**config.mk**
```make
export PLATFORM = sky130hd
export DESIGN_NAME = fixed_frame_deframer
export DESIGN_NICKNAME = d
export VERILOG_FILES = /design/src/hw/rtl/ffd_pkg.sv /design/src/hw/rtl/ffd_in_reg.sv /design/src/hw/rtl/ffd_parser.sv /design/src/hw/rtl/ffd_out_reg.sv /design/src/hw/rtl/fixed_frame_deframer.sv
export VERILOG_INCLUDE_DIRS = /design/src /design/src/hw/rtl
export SDC_FILE = /design/constraint.sdc
export NUM_CORES = 1
export LEC_CHECK = 0
export ABC_CLOCK_PERIOD_IN_PS = 5100
export CORE_MARGIN = 1
export CORE_UTILIZATION = 40
export CTS_CLUSTER_SIZE = 10
export DETAILED_ROUTE_END_ITERATION = 16
export DONT_BUFFER_PORTS = 1
export SYNTH_ARGS = -nofsm -noshare
export SYNTH_HDL_FRONTEND = slang
export SYNTH_SLANG_ARGS = --single-unit
```
**constraint.sdc**
```tcl
create_clock -name clock -period 5.1 [get_ports clock]
set_input_delay 0.51 -clock clock [delete_from_list [all_inputs] [get_ports clock]]
set_output_delay 0.51 -clock clock [all_outputs]
set_load 0.05 [all_outputs]
```
**src/hw/rtl/fixed_frame_deframer_macros.svh**
```systemverilog
// Assertion macros shared by the fixed frame deframer RTL.
// Depends on nothing; the asserting modules provide clock and reset signals.
`ifndef FIXED_FRAME_DEFRAMER_MACROS_SVH
`define FIXED_FRAME_DEFRAMER_MACROS_SVH

`ifndef NO_ASSERTIONS
// Property checked on every clock edge outside reset.
`define FFD_ASSERT(label, prop) \
   label: assert property (@(posedge clock) disable iff (reset) prop) \
      else $error("fixed_frame_deframer assertion failed");
// Property checked on every clock edge, reset included.
`define FFD_ASSERT_RST(label, prop) \
   label: assert property (@(posedge clock) prop) \
      else $error("fixed_frame_deframer reset assertion failed");
`else
`define FFD_ASSERT(label, prop)
`define FFD_ASSERT_RST(label, prop)
`endif

`endif

```
**src/hw/rtl/ffd_pkg.sv**
```systemverilog
// Package for the fixed frame deframer: frame layout constants and result type.
// Used by the parser, the result register and the top module; depends on nothing.
package ffd_pkg;

   // Frame layout.
   localparam int FRAME_BYTES = 256;
   localparam int MAX_PAYLOAD = 247;

   localparam logic [7:0] POS_LAST      = 8'(FRAME_BYTES - 1);
   localparam logic [7:0] PAYLOAD_START = 8'd3;
   localparam logic [7:0] CKSUM_POS     = 8'(FRAME_BYTES - 6);
   localparam logic [7:0] STAMP_POS     = 8'(FRAME_BYTES - 4);
   localparam logic [7:0] STAMP_BYTES   = 8'd4;
   localparam logic [7:0] MAX_PAYLOAD_IDX = 8'(MAX_PAYLOAD);
   localparam logic [15:0] MAX_PAYLOAD_LEN = 16'(MAX_PAYLOAD);

   // Reset value of the checksum span register.
   localparam logic [7:0] SPAN_RESET = 8'd244;

   // Width of the packed result data word on the output bus.
   localparam int RSP_DATA_BITS = 80;

   // One result word: a payload byte or an end-of-frame summary.
   typedef struct packed {
      logic        length_error;
      logic        checksum_ok;
      logic [31:0] timestamp;
      logic [15:0] payload_len;
      logic [7:0]  msg_type;
      logic [7:0]  data_index;
      logic [7:0]  data_byte;
      logic        is_frame_end;
   } rsp_type;

endpackage

```
**src/hw/rtl/ffd_in_reg.sv**
```systemverilog
// Input register stage of the fixed frame deframer.
// Holds one received byte until the parser takes it; uses no package items.
module ffd_in_reg (
   input  logic       clock,
   input  logic       reset,
   input  logic       req_tvalid,
   output logic       req_tready,
   input  logic [7:0] req_tdata,
   input  logic       take,
   output logic       in_valid,
   output logic [7:0] in_byte
);

   logic       valid_ff, valid_in;
   logic [7:0] byte_ff, byte_in;

   // The stage is free when empty or when its word leaves in this cycle.
   assign req_tready = !valid_ff || take;

   // Next state of the holding register.
   always_comb begin
      valid_in = valid_ff;
      byte_in  = byte_ff;
      if (req_tvalid && req_tready) begin
         valid_in = 1'b1;
         byte_in  = req_tdata;
      end else if (take) begin
         valid_in = 1'b0;
      end
   end

   always_ff @(posedge clock) begin
      if (reset) begin
         valid_ff <= 1'b0;
      end else begin
         valid_ff <= valid_in;
      end
      byte_ff <= byte_in;
   end

   assign in_valid = valid_ff;
   assign in_byte  = byte_ff;

endmodule

```
**src/hw/rtl/ffd_parser.sv**
```systemverilog
// Frame parser of the fixed frame deframer: position counter, header and
// tail capture, running checksum and result forming. Depends on ffd_pkg.
`include "fixed_frame_deframer_macros.svh"
module ffd_parser (
   input  logic            clock,
   input  logic            reset,
   input  logic            csr_wr_en,
   input  logic [7:0]      csr_wr_data,
   input  logic            in_valid,
   input  logic [7:0]      in_byte,
   input  logic            out_ready,
   output logic            take,
   output logic            res_load,
   output ffd_pkg::rsp_type res
);

   logic [7:0]  span_ff;
   logic [7:0]  pos_ff, pos_in;
   logic [7:0]  type_ff, type_in;
   logic [15:0] length_ff, length_in;
   logic [15:0] sum_ff, sum_in, sum_new;
   logic [15:0] cksum_ff, cksum_in;
   logic [31:0] stamp_ff, stamp_in;
   logic [7:0]  stamp_lane;
   logic [7:0]  payload_idx;
   logic        len_err;
   logic        res_valid;

   // A byte moves on when it is present and the result register has room.
   assign take     = in_valid && out_ready;
   assign res_load = take && res_valid;

   assign stamp_lane  = pos_ff - ffd_pkg::STAMP_POS;
   assign payload_idx = pos_ff - ffd_pkg::PAYLOAD_START;

   // Field capture, checksum and result for the byte at the current position.
   always_comb begin
      sum_new   = sum_ff;
      type_in   = type_ff;
      length_in = length_ff;
      cksum_in  = cksum_ff;
      stamp_in  = stamp_ff;
      res       = '0;
      res_valid = 1'b0;

      if (pos_ff < span_ff) begin
         sum_new = sum_ff + 16'(in_byte);
      end
      if (pos_ff == 8'd0) begin
         type_in = in_byte;
      end
      if (pos_ff == 8'd1) begin
         length_in[7:0] = in_byte;
      end
      if (pos_ff == 8'd2) begin
         length_in[15:8] = in_byte;
      end
      if (pos_ff == ffd_pkg::CKSUM_POS) begin
         cksum_in[7:0] = in_byte;
      end
      if (pos_ff == ffd_pkg::CKSUM_POS + 8'd1) begin
         cksum_in[15:8] = in_byte;
      end
      if (pos_ff >= ffd_pkg::STAMP_POS && stamp_lane < ffd_pkg::STAMP_BYTES) begin
         stamp_in[stamp_lane[1:0]*8 +: 8] = in_byte;
      end

      len_err = length_in > ffd_pkg::MAX_PAYLOAD_LEN;
      sum_in  = sum_new;
      pos_in  = pos_ff + 8'd1;

      if (pos_ff == ffd_pkg::POS_LAST) begin
         // End of frame: summary word, then start the next frame afresh.
         res.is_frame_end = 1'b1;
         res.msg_type     = type_in;
         res.payload_len  = length_in;
         res.timestamp    = stamp_in;
         res.checksum_ok  = (cksum_in == sum_new);
         res.length_error = len_err;
         res_valid        = 1'b1;
         sum_in           = '0;
         pos_in           = '0;
      end else if (pos_ff >= ffd_pkg::PAYLOAD_START && pos_ff < ffd_pkg::CKSUM_POS
                   && !len_err) begin
         // Payload byte within the announced length.
         if (payload_idx < ffd_pkg::MAX_PAYLOAD_IDX && 16'(payload_idx) < length_in) begin
            res.data_byte  = in_byte;
            res.data_index = payload_idx;
            res_valid      = 1'b1;
         end
      end
   end

   always_ff @(posedge clock) begin
      if (reset) begin
         span_ff   <= ffd_pkg::SPAN_RESET;
         pos_ff    <= '0;
         type_ff   <= '0;
         length_ff <= '0;
         sum_ff    <= '0;
         cksum_ff  <= '0;
         stamp_ff  <= '0;
      end else begin
         if (csr_wr_en) begin
            span_ff <= csr_wr_data;
         end
         if (take) begin
            pos_ff    <= pos_in;
            type_ff   <= type_in;
            length_ff <= length_in;
            sum_ff    <= sum_in;
            cksum_ff  <= cksum_in;
            stamp_ff  <= stamp_in;
         end
      end
   end

   // The last byte of a frame always sends the position back to the start.
   `FFD_ASSERT(a_pos_wraps, (take && pos_ff == ffd_pkg::POS_LAST) |=> (pos_ff == 8'd0))
   // A summary word is produced only at the last frame position.
   `FFD_ASSERT(a_summary_at_end, (res_load && res.is_frame_end) |-> (pos_ff == ffd_pkg::POS_LAST))
   // Payload words stay inside the payload area and never carry a length error.
   `FFD_ASSERT(a_payload_range,
      (res_load && !res.is_frame_end) |-> (res.data_index < ffd_pkg::MAX_PAYLOAD_IDX && !len_err))

endmodule

```
**src/hw/rtl/ffd_out_reg.sv**
```systemverilog
// Result register of the fixed frame deframer: holds one word for the output bus.
// Depends on ffd_pkg for the result type.
module ffd_out_reg (
   input  logic             clock,
   input  logic             reset,
   input  logic             load,
   input  ffd_pkg::rsp_type res,
   output logic             out_ready,
   output logic             rsp_tvalid,
   input  logic             rsp_tready,
   output ffd_pkg::rsp_type rsp_word
);

   logic             valid_ff, valid_in;
   ffd_pkg::rsp_type word_ff, word_in;

   // Room when empty or when the held word is taken in this cycle.
   assign out_ready = !valid_ff || rsp_tready;

   // Next state of the result register.
   always_comb begin
      valid_in = valid_ff;
      word_in  = word_ff;
      if (load) begin
         valid_in = 1'b1;
         word_in  = res;
      end else if (rsp_tready) begin
         valid_in = 1'b0;
      end
   end

   always_ff @(posedge clock) begin
      if (reset) begin
         valid_ff <= 1'b0;
      end else begin
         valid_ff <= valid_in;
      end
      word_ff <= word_in;
   end

   assign rsp_tvalid = valid_ff;
   assign rsp_word   = word_ff;

endmodule

```
**src/hw/rtl/fixed_frame_deframer.sv**
```systemverilog
// Fixed frame deframer: one received byte per cycle while the output is not stalled,
// 256-byte frames. A byte waits in the input register until the parser takes it and
// loads its word, if any, into the result register; the parser forms it combinationally.
// Synchronous reset empties both registers, sets the frame position to zero,
// clears the captured fields and loads the checksum span with 244.
`include "fixed_frame_deframer_macros.svh"
module fixed_frame_deframer (
   input  logic        clock,
   input  logic        reset,
   // Checksum span register write.
   input  logic        csr_wr_en,
   input  logic [7:0]  csr_wr_data,
   // Received bytes.
   input  logic        req_tvalid,
   output logic        req_tready,
   input  logic [7:0]  req_tdata,   // [7:0] rx_byte
   // Result words.
   output logic        rsp_tvalid,
   input  logic        rsp_tready,
   // [7:0] data_byte, [15:8] data_index, [23:16] msg_type, [39:24] payload_len,
   // [71:40] timestamp, [72] checksum_ok, [73] length_error, [79:74] zero
   output logic [ffd_pkg::RSP_DATA_BITS-1:0] rsp_tdata,
   output logic        rsp_tuser    // is_frame_end
);

   logic             in_valid;
   logic [7:0]       in_byte;
   logic             take;
   logic             res_load;
   logic             out_ready;
   ffd_pkg::rsp_type res;
   ffd_pkg::rsp_type rsp_word;

   ffd_in_reg u_in_reg (
      .clock      (clock),
      .reset      (reset),
      .req_tvalid (req_tvalid),
      .req_tready (req_tready),
      .req_tdata  (req_tdata),
      .take       (take),
      .in_valid   (in_valid),
      .in_byte    (in_byte)
   );

   ffd_parser u_parser (
      .clock       (clock),
      .reset       (reset),
      .csr_wr_en   (csr_wr_en),
      .csr_wr_data (csr_wr_data),
      .in_valid    (in_valid),
      .in_byte     (in_byte),
      .out_ready   (out_ready),
      .take        (take),
      .res_load    (res_load),
      .res         (res)
   );

   ffd_out_reg u_out_reg (
      .clock      (clock),
      .reset      (reset),
      .load       (res_load),
      .res        (res),
      .out_ready  (out_ready),
      .rsp_tvalid (rsp_tvalid),
      .rsp_tready (rsp_tready),
      .rsp_word   (rsp_word)
   );

   // Pack the result word onto the output bus.
   assign rsp_tuser = rsp_word.is_frame_end;
   assign rsp_tdata = {6'd0,
                       rsp_word.length_error,
                       rsp_word.checksum_ok,
                       rsp_word.timestamp,
                       rsp_word.payload_len,
                       rsp_word.msg_type,
                       rsp_word.data_index,
                       rsp_word.data_byte};

   // No result word is offered in the cycle after a reset.
   `FFD_ASSERT_RST(a_reset_empty, reset |=> !rsp_tvalid)

endmodule

```
* Word level (Yosys, flattened, before mapping)
Index checks and enable logic that the tools add are counted.
** Storage, ports and cells
- Output and inout port bits :: 83
- Input port bits :: 21
- Logic and storage cells :: 75
- Flip-flop bits (word level) :: 189
** Operators by class
- Shifts and indexed selects :: 2
- Multiplexer cells :: 18
- Bitwise gates (word level) :: 2
- Reductions and logical operators :: 16
- Add/sub/neg operators :: 5
- $lt $le $gt $ge :: 8
- Equality and inequality tests :: 6
** Operator list (number)
- 2-to-1 mux 8 bit :: 6
- negator 5 -> 34 bit :: 1
- variable shift 8 x 34 -> 32 bit (first input constant) :: 1
- indexed part select 8 x 34 -> 32 bit :: 1
- bitwise mux 32 bit :: 1
- 2-to-1 mux 16 bit :: 2
- 2-to-1 mux 32 bit :: 1
- equality test 8 bit (second input constant) :: 3
- adder 16 x 8 -> 16 bit :: 1
- equality test 16 bit :: 1
- greater-than comparator 16 x 8 -> 1 bit (second input constant) :: 1
- less-than comparator 8 x 16 -> 1 bit :: 1
- less-than comparator 8 bit (second input constant) :: 2
- adder 8 x 1 -> 8 bit (second input constant) :: 1
- equality test 8 x 1 -> 1 bit (second input constant) :: 1
- equality test 8 x 2 -> 1 bit (second input constant) :: 1
- >= comparator 8 x 2 -> 1 bit (second input constant) :: 1
- >= comparator 8 bit (second input constant) :: 1
- zero test 8 bit :: 1
- less-than comparator 8 x 3 -> 1 bit (second input constant) :: 1
- less-than comparator 8 bit :: 1
- 2-to-1 mux 1 bit :: 8
- subtractor 8 x 2 -> 8 bit (second input constant) :: 1
- subtractor 8 bit (second input constant) :: 1
- other kinds (6) :: 17

* Depth between registers and ports, before layout
Gate-level depths: netlist of the first run.
- Depth after elaboration :: 9
- Depth in mapped cells :: 16
- Depth with buffers taken out :: 13

* Hierarchy
From an unflattened synthesis of the first run, not the netlist that was laid out.
** Unflattened totals
- Cells, all modules :: 943
- Area total of the unflattened synthesis :: 8842.2 um^2
** Modules (own cells, without submodules)
- ffd_parser :: times used 1, area an instance 6199.7 um^2, sequential area each 1921.8 um^2, cells each 844
- ffd_out_reg :: times used 1, area an instance 2298.5 um^2, sequential area each 2272.2 um^2, cells each 79
- ffd_in_reg :: times used 1, area an instance 295.3 um^2, sequential area each 260.2 um^2, cells each 13
- fixed_frame_deframer :: times used 1, area an instance 48.8 um^2, sequential area each 0.0 um^2, cells each 7

* Worst setup path after synthesis of the first run
No wires, ideal clock.
- Path type :: register to register
- Start :: register u_parser.pos_ff[3]
- End :: register u_out_reg.word_ff, in the netlist u_out_reg.rsp_word[0] (enable)
- Cell stages (with the launch flop) :: 17
- Setup slack :: -0.196 ns
- Library setup time :: 0.439 ns
- Arrival time :: 4.857 ns
- Period minus slack after synthesis :: 5.296 ns
- Cells stage by stage :: dfxtp_1 -> buf_6 -> or4_4 -> buf_6 -> nor4b_4 -> buf_6 -> mux2i_1 -> ha_1 -> a21oi_1 -> nor2b_1 -> o21ai_0 -> o21ai_0 -> nor4_4 -> o21ai_2 -> nor3_4 -> buf_6 -> o21a_1
** On the way
- Word-level cells in the longest chain between the ends :: 8
- Elaborated cells between the ends (all ways) :: 19
- Classes of those cells :: add/sub (1); order compare (5); eq/ne (3); mux (5); reduce/logical (5)
** RTL lines
- start, declared :: RTL line ffd_parser.sv:18 : logic [7:0] pos_ff, pos_in;
- start signal, assigned :: RTL line ffd_parser.sv:108 : pos_ff <= pos_in;
- parallel branches: the longest is 6 deep, another holds less-than comparator 8 x 16 -> 1 bit
- 2-to-1 mux 1 bit * :: RTL line ffd_parser.sv:72 : if (pos_ff == ffd_pkg::POS_LAST) begin
- logical AND 1 bit * :: RTL line ffd_parser.sv:31 : assign res_load = take && res_valid;
- via res_load :: RTL line fixed_frame_deframer.sv:29 : logic res_load;
- end signal, assigned :: RTL line ffd_out_reg.sv:38 : word_ff <= word_in;
- end, declared :: RTL line ffd_out_reg.sv:15 : ffd_pkg::rsp_type word_ff, word_in;
Mark *: on every way through the listed nets, which the timed path passes.
A chain may end at the register's enable or synchronous reset.

* Final worst setup path of the first run
- Start :: register u_parser.pos_ff[0]
- End :: register u_out_reg.word_ff, in the netlist u_out_reg.rsp_word[54] (enable)
The elaborated chain is that of the path after synthesis.

==> run metrics, run 1 <==
Reg clk slew, reported paths=80 ps; Mapped Area=9320 µm²; # DRC=0; total CTS buffers=17; largest cells by area after synthesis=edfxtp_1 27%, dfxtp_1 23%, a21oi_1 6.4%; CTS root buf=clkbuf_16; Critical Path RT=5230 ps; DP HPWL=15,300 µm; Critical Path End Type=flop; # IOs=104; CP cell instances=ha_1 -> nor4b_4 -> mux2i_1 -> ha_1 -> a21oi_1 -> nor2b_1 -> o21ai_0 -> o21ai_0 -> nor4_4 -> o21ai_2 -> nor3_4 -> o21a_4 -> buf_4; Post-CTS Hold Buffers=0; Final Non-Filler Cells=1,298; min Tclk post-route=4430 ps; Core Rows=55; Bufs on Longest Clock Path=2; flop and latch count out of synthesis=189; max_slew headroom=29.3%; worst slew pin tran=1060 ps; Final period util=86.9%; initial antenna violation count=0; gr usage total=20.0%; first-pass GRT wire length=37,200 µm; mean post-synth cell area=9.28 µm²; WS Path Type=reg -> reg; Post-Syn Instances=1,005; Wirelength per Cell=17.9 µm; post-cts sizing count=0; largest net degree at the start of global routing=99; Async SR Flop Fraction=0%; H-tree Lvls=4; postcts setup bufs=0; Die X=155 µm; endpoints failing hold=0; Final Net Count=1,023; Netlist cell types=63; Initial Utilization=40.9%; setup TNS=0 ps; number of port buffers=0; GPL Wtd Cong=0.821; Slowest Stage Delay on Critical Path=680 ps; Die Ht=155 µm; worst path arrival time=4560 ps; Layout Skew=10.7 ps; crit path max fanout=18; Area Overhead vs Synth=8.88%; total core area=22,800 µm²; post-synthesis sequential area ratio=49.5%; RSZ-0062 raised after global routing=false; CTS tree=yes; routed via count=7,126; Crit-path slowest cell=dfxtp_1; area share of the largest cell type after synthesis=26.7%; Final Slew Violations=0; most common flop cell mapped by yosys=dfxtp_1; Setup-failing EPs final=0; vias in the first global route=6,743; Via density=5.49; most common cell in the netlist=nand2_1; Pre-antenna DRT Iters=5; top cells by count, synth=160 x nand2_1, 120 x a21oi_1, 106 x dfxtp_1; cell leakage power=3.14 nW; max cap viols=0; Sink Count=189; placed insts=1,266; min-delay worst type=in -> reg; Synth Warn #=0; startpoint type of the worst setup path=flop; post-synth top area cell=edfxtp_1; Pwr Density=314 nW/µm²; fmax=226 MHz; diode count=0; die area=23,900 µm²; clock latency on the worst-skew pair=440 ps; worst vdd ir=210 µV; Antenna Nets Post-Route=0; status=finished, final reports clean; number of synthesized flops with an enable pin=83; residual overflow from global routing=0; layout cells sized above 1=7.21%; Starting DRT DRC Count=629; Total Wirelength=23,300 µm
## sequential cells by signal, indices dropped and copies added, names as in the netlist
signal,cells
u_out_reg.rsp_word,75
u_parser.span_ff,8
u_in_reg.in_valid,1
u_parser.pos_ff,8
u_out_reg.rsp_tvalid,1
u_in_reg.in_byte,8
u_parser.stamp_ff,32
u_parser.type_ff,8
u_parser.cksum_ff,16
u_parser.sum_ff,16
u_parser.length_ff,16
## stage by stage
step	total power, mW	cell area [µm²]	hold WS [ps]	utilization, %	setup slack (ps)
global route	3.30	10200	124	44.6	336
finish	3.18	10200	136	44.6	668
detailed placement	1.90	9570	440	42.0	707
CTS	3.21	10200	127	44.6	678
global placement	1.90	9570	436	42.0	806
floorplan	1.84	9340	434	-	568
## report_power, final
| group | internal [mW] | switching (mW) |
|---|---|---|
| clock | 0.658 | 0.660 |
| sequential | 1.59 | 0.0220 |
| combinational | 0.0869 | 0.167 |
## worst paths after layout
path	from	end	slack [ps]	cells after the start
max reg2reg	u_parser.pos_ff[0]	u_out_reg.rsp_word[54]	670	13
max	u_parser.pos_ff[0]	u_out_reg.rsp_word[54]	670	13
min	reset	u_parser.sum_ff[0]	140	1
min reg2reg	u_parser.stamp_ff[14]	u_parser.stamp_ff[14]	450	2
## logic make-up after synthesis
| kind of cell | synth area share, % |
|---|---|
| AND/OR/NAND/NOR | 21.7 |
| AO/OA/AOI/OAI | 12.7 |
| flip-flops | 49.5 |
| buffers and inverters | 4.40 |
| multiplexers | 5.09 |
| adder cells (fa/ha/maj) | 4.11 |
| XOR/XNOR | 2.54 |
| other | 0.0402 |
## layout by cell type (no fill, tap or decap), types with 7 or more instances in the layout
cell type,instances
nand2_1,159
a21oi_1,120
dfxtp_1,106
nand3_1,85
edfxtp_1,83
nor2_1,69
mux2i_1,44
ha_1,29
and2_1,24
nand4_1,19
buf_4,19
o21ai_0,18
clkbuf_16,17
inv_1,16
xnor2_1,15
xor2_1,12
nor4_1,11
a211oi_1,10
and3_1,9
nor3_1,8
a22oi_1,7
## worst max-delay path: cells and delay by family (launching register included)
family	cells	cell delay, ps
AO/OA/AOI/OAI	5	900
adder cells (fa/ha/maj)	2	830
buffers and inverters	1	330
flip-flops	1	680
multiplexers	1	370
AND/OR/NAND/NOR	4	1010
## layer usage
layer,GRT usage [%],vias to the layer above,share of wire (%)
li1,-,3495,-
met1,26.1,3365,45
met2,31.8,230,46
met3,5.86,36,6.8
met4,6.18,0,1.7
met5,0,-,0
## cell type report
type                       count  area, µm²
clock buffer                  17        425
sequential                   189       4610
multi-input combinational    728       4340
tap                          313        392
timing repair buffer          20        163
fill                        2220      12600
clock inverter                15        159
inverter                      16       60.1
Note: power is estimated with default switching activity, not from simulation.
==> run 2: changes to the inputs <==
--- a/config.mk
+++ b/config.mk
@@ -12,6 +12,7 @@
 export CTS_CLUSTER_SIZE = 10
 export DETAILED_ROUTE_END_ITERATION = 16
 export DONT_BUFFER_PORTS = 1
+export MAX_ROUTING_LAYER = met4
 export SYNTH_ARGS = -nofsm -noshare
 export SYNTH_HDL_FRONTEND = slang
 export SYNTH_SLANG_ARGS = --single-unit
==> constraint.sdc (replaced) <==
create_clock -name clock -period 5.1 [get_ports clock]
set_input_delay 1.53 -clock clock [delete_from_list [all_inputs] [get_ports clock]]
set_output_delay 1.53 -clock clock [all_outputs]
set_load 0.05 [all_outputs]
==> run 2 against run 1 <==
Effect of this change:
- worst hold slack improved by 320 ps
- first-iteration DRC count rose by 0.95%
- sequential power barely moved
- critical path type unchanged
- worst setup slack got worse by 92 ps
- power rose by 0.94%
==> run metrics, run 2 (synthesis gave the netlist of run 1 again) <==
worst slew pin tran=1060 ps; fmax=221 MHz; Reg clk slew, reported paths=80 ps; Area Overhead vs Synth=8.96%; max_slew headroom=29.1%; residual overflow from global routing=0; H-tree Lvls=4; # IOs=104; commonest non-fill, non-tap cell in the layout=nand2_1; first-pass GRT wire length=37,100 µm; max cap viols=0; Post-CTS Hold Buffers=0; gr usage total=20.7%; setup TNS=0 ps; CP endpoint=u_out_reg.rsp_word[46]; Worst R2R End=u_out_reg.rsp_word[46]; vias in the first global route=6,578; CP startpoint=u_parser.pos_ff[0]; Bufs on Longest Clock Path=2; startpoint type of the worst setup path=flop; Core Rows=55; CTS tree=yes; DP HPWL=15,400 µm; Antenna Nets Post-Route=0; Final Slew Violations=0; layout cells sized above 1=7.21%; cell leakage power=3.15 nW; post-cts sizing count=0; worst vdd ir=210 µV; diode count=0; Worst Hold Slack=454 ps; Layout Skew=11.2 ps; # DRC=0; postcts setup bufs=0; number of port buffers=0; Cell Area, Placed=9570 µm²; Pre-antenna DRT Iters=7; Setup-failing EPs final=0; Reg2Reg Depth=13; Final Net Count=1,023; routed via count=7,154; worst path arrival time=4640 ps; R2R setup slack=580 ps; initial antenna violation count=0; Total Wirelength=23,500 µm; Initial Utilization=40.9%; Final Non-Filler Cells=1,298; endpoints failing hold=0; min-delay worst type=reg -> reg; most frequent cells in the layout=159 x nand2_1, 120 x a21oi_1, 106 x dfxtp_1; Die X=155 µm; Die Ht=155 µm; Via density=5.51; crit path max fanout=25; WS Path Type=reg -> reg; Pwr Density=316 nW/µm²; clock latency on the worst-skew pair=450 ps; die area=23,900 µm²; Wirelength per Cell=18.1 µm; post-route cell area=10,200 µm²; Starting DRT DRC Count=635; Final period util=88.7%; reg2reg start=u_parser.pos_ff[0]; min Tclk post-route=4520 ps; placed insts=1,266; Sink Count=189; RSZ-0062 raised after global routing=false; Critical Path End Type=flop; GPL Wtd Cong=0.875; total CTS buffers=17; Critical Path RT=5210 ps; CTS root buf=clkbuf_16; largest net degree at the start of global routing=99; number of flip-flops in the largest register=75; status=finished, final reports clean; total core area=22,800 µm²
## run 2: cell types whose count changed in the layout (fill, tap and decap cells not counted), sizes merged
cell / delta
clkbuf: +1
clkinv: +1
clkinvlp: -1
inv: -1
## run 2: power breakdown
group / leakage (nW) / internal (mW) / total [mW] / switching, mW
registers: 1.45 / 1.59 / 1.61 / 0.0246
clock network: 0.295 / 0.684 / 1.35 / 0.662
logic: 1.40 / 0.0865 / 0.254 / 0.168
total: 3.15 / 2.36 / 3.21 / 0.854
## run 2: worst min-delay path by stage
stage                               start               endpoint  slack, ps  depth (start not counted)
detailed placement   u_parser.stamp_ff[9]   u_parser.stamp_ff[9]        440                          2
CTS                  u_parser.stamp_ff[9]   u_parser.stamp_ff[9]        450                          2
floorplan            u_parser.cksum_ff[3]   u_parser.cksum_ff[3]        430                          2
finish              u_parser.stamp_ff[20]  u_parser.stamp_ff[20]        450                          2
global route        u_parser.stamp_ff[14]  u_parser.stamp_ff[14]        460                          2
global placement     u_parser.cksum_ff[3]   u_parser.cksum_ff[3]        430                          2
## run 2: through the flow
stage / setup slack (ps) / total power [mW] / util, %
final: 575 / 3.21 / 44.6
after global routing: 216 / 3.32 / 44.6
after CTS: 608 / 3.23 / 44.6
after detailed placement: 679 / 1.90 / 42.0
after global placement: 746 / 1.90 / 42.0
after floorplan: 568 / 1.84 / -
## run 2: per-layer routing
layer / vias up / track usage (%) / routed length [µm]
met5: - / - / 0
met4: 0 / 6.32 / 344
met3: 33 / 5.21 / 1640
met2: 254 / 31.6 / 10900
met1: 3371 / 26.9 / 10600
li1: 3496 / - / -
## run 2: worst max-delay path: stages (launching register included)
cell and delay [ps]:
dfxtp_1 740, ha_1 530, nor4b_4 610, buf_4 280
mux2i_1 340, ha_1 300, a21oi_1 130, o21ai_0 130
nor4_4 160, o21ai_2 120, nor3_4 110, buf_4 220
o21a_4 160, buf_4 340
## run 2: layout make-up
class	instances	area, µm²
Timing Repair Buffer	20	163
Clock buffer	18	450
Tap cell	313	392
Clock inverter	14	141
Multi-Input combinational cell	728	4340
Inverter	16	60.1
Fill cell	2203	12600
Sequential cell	189	4610
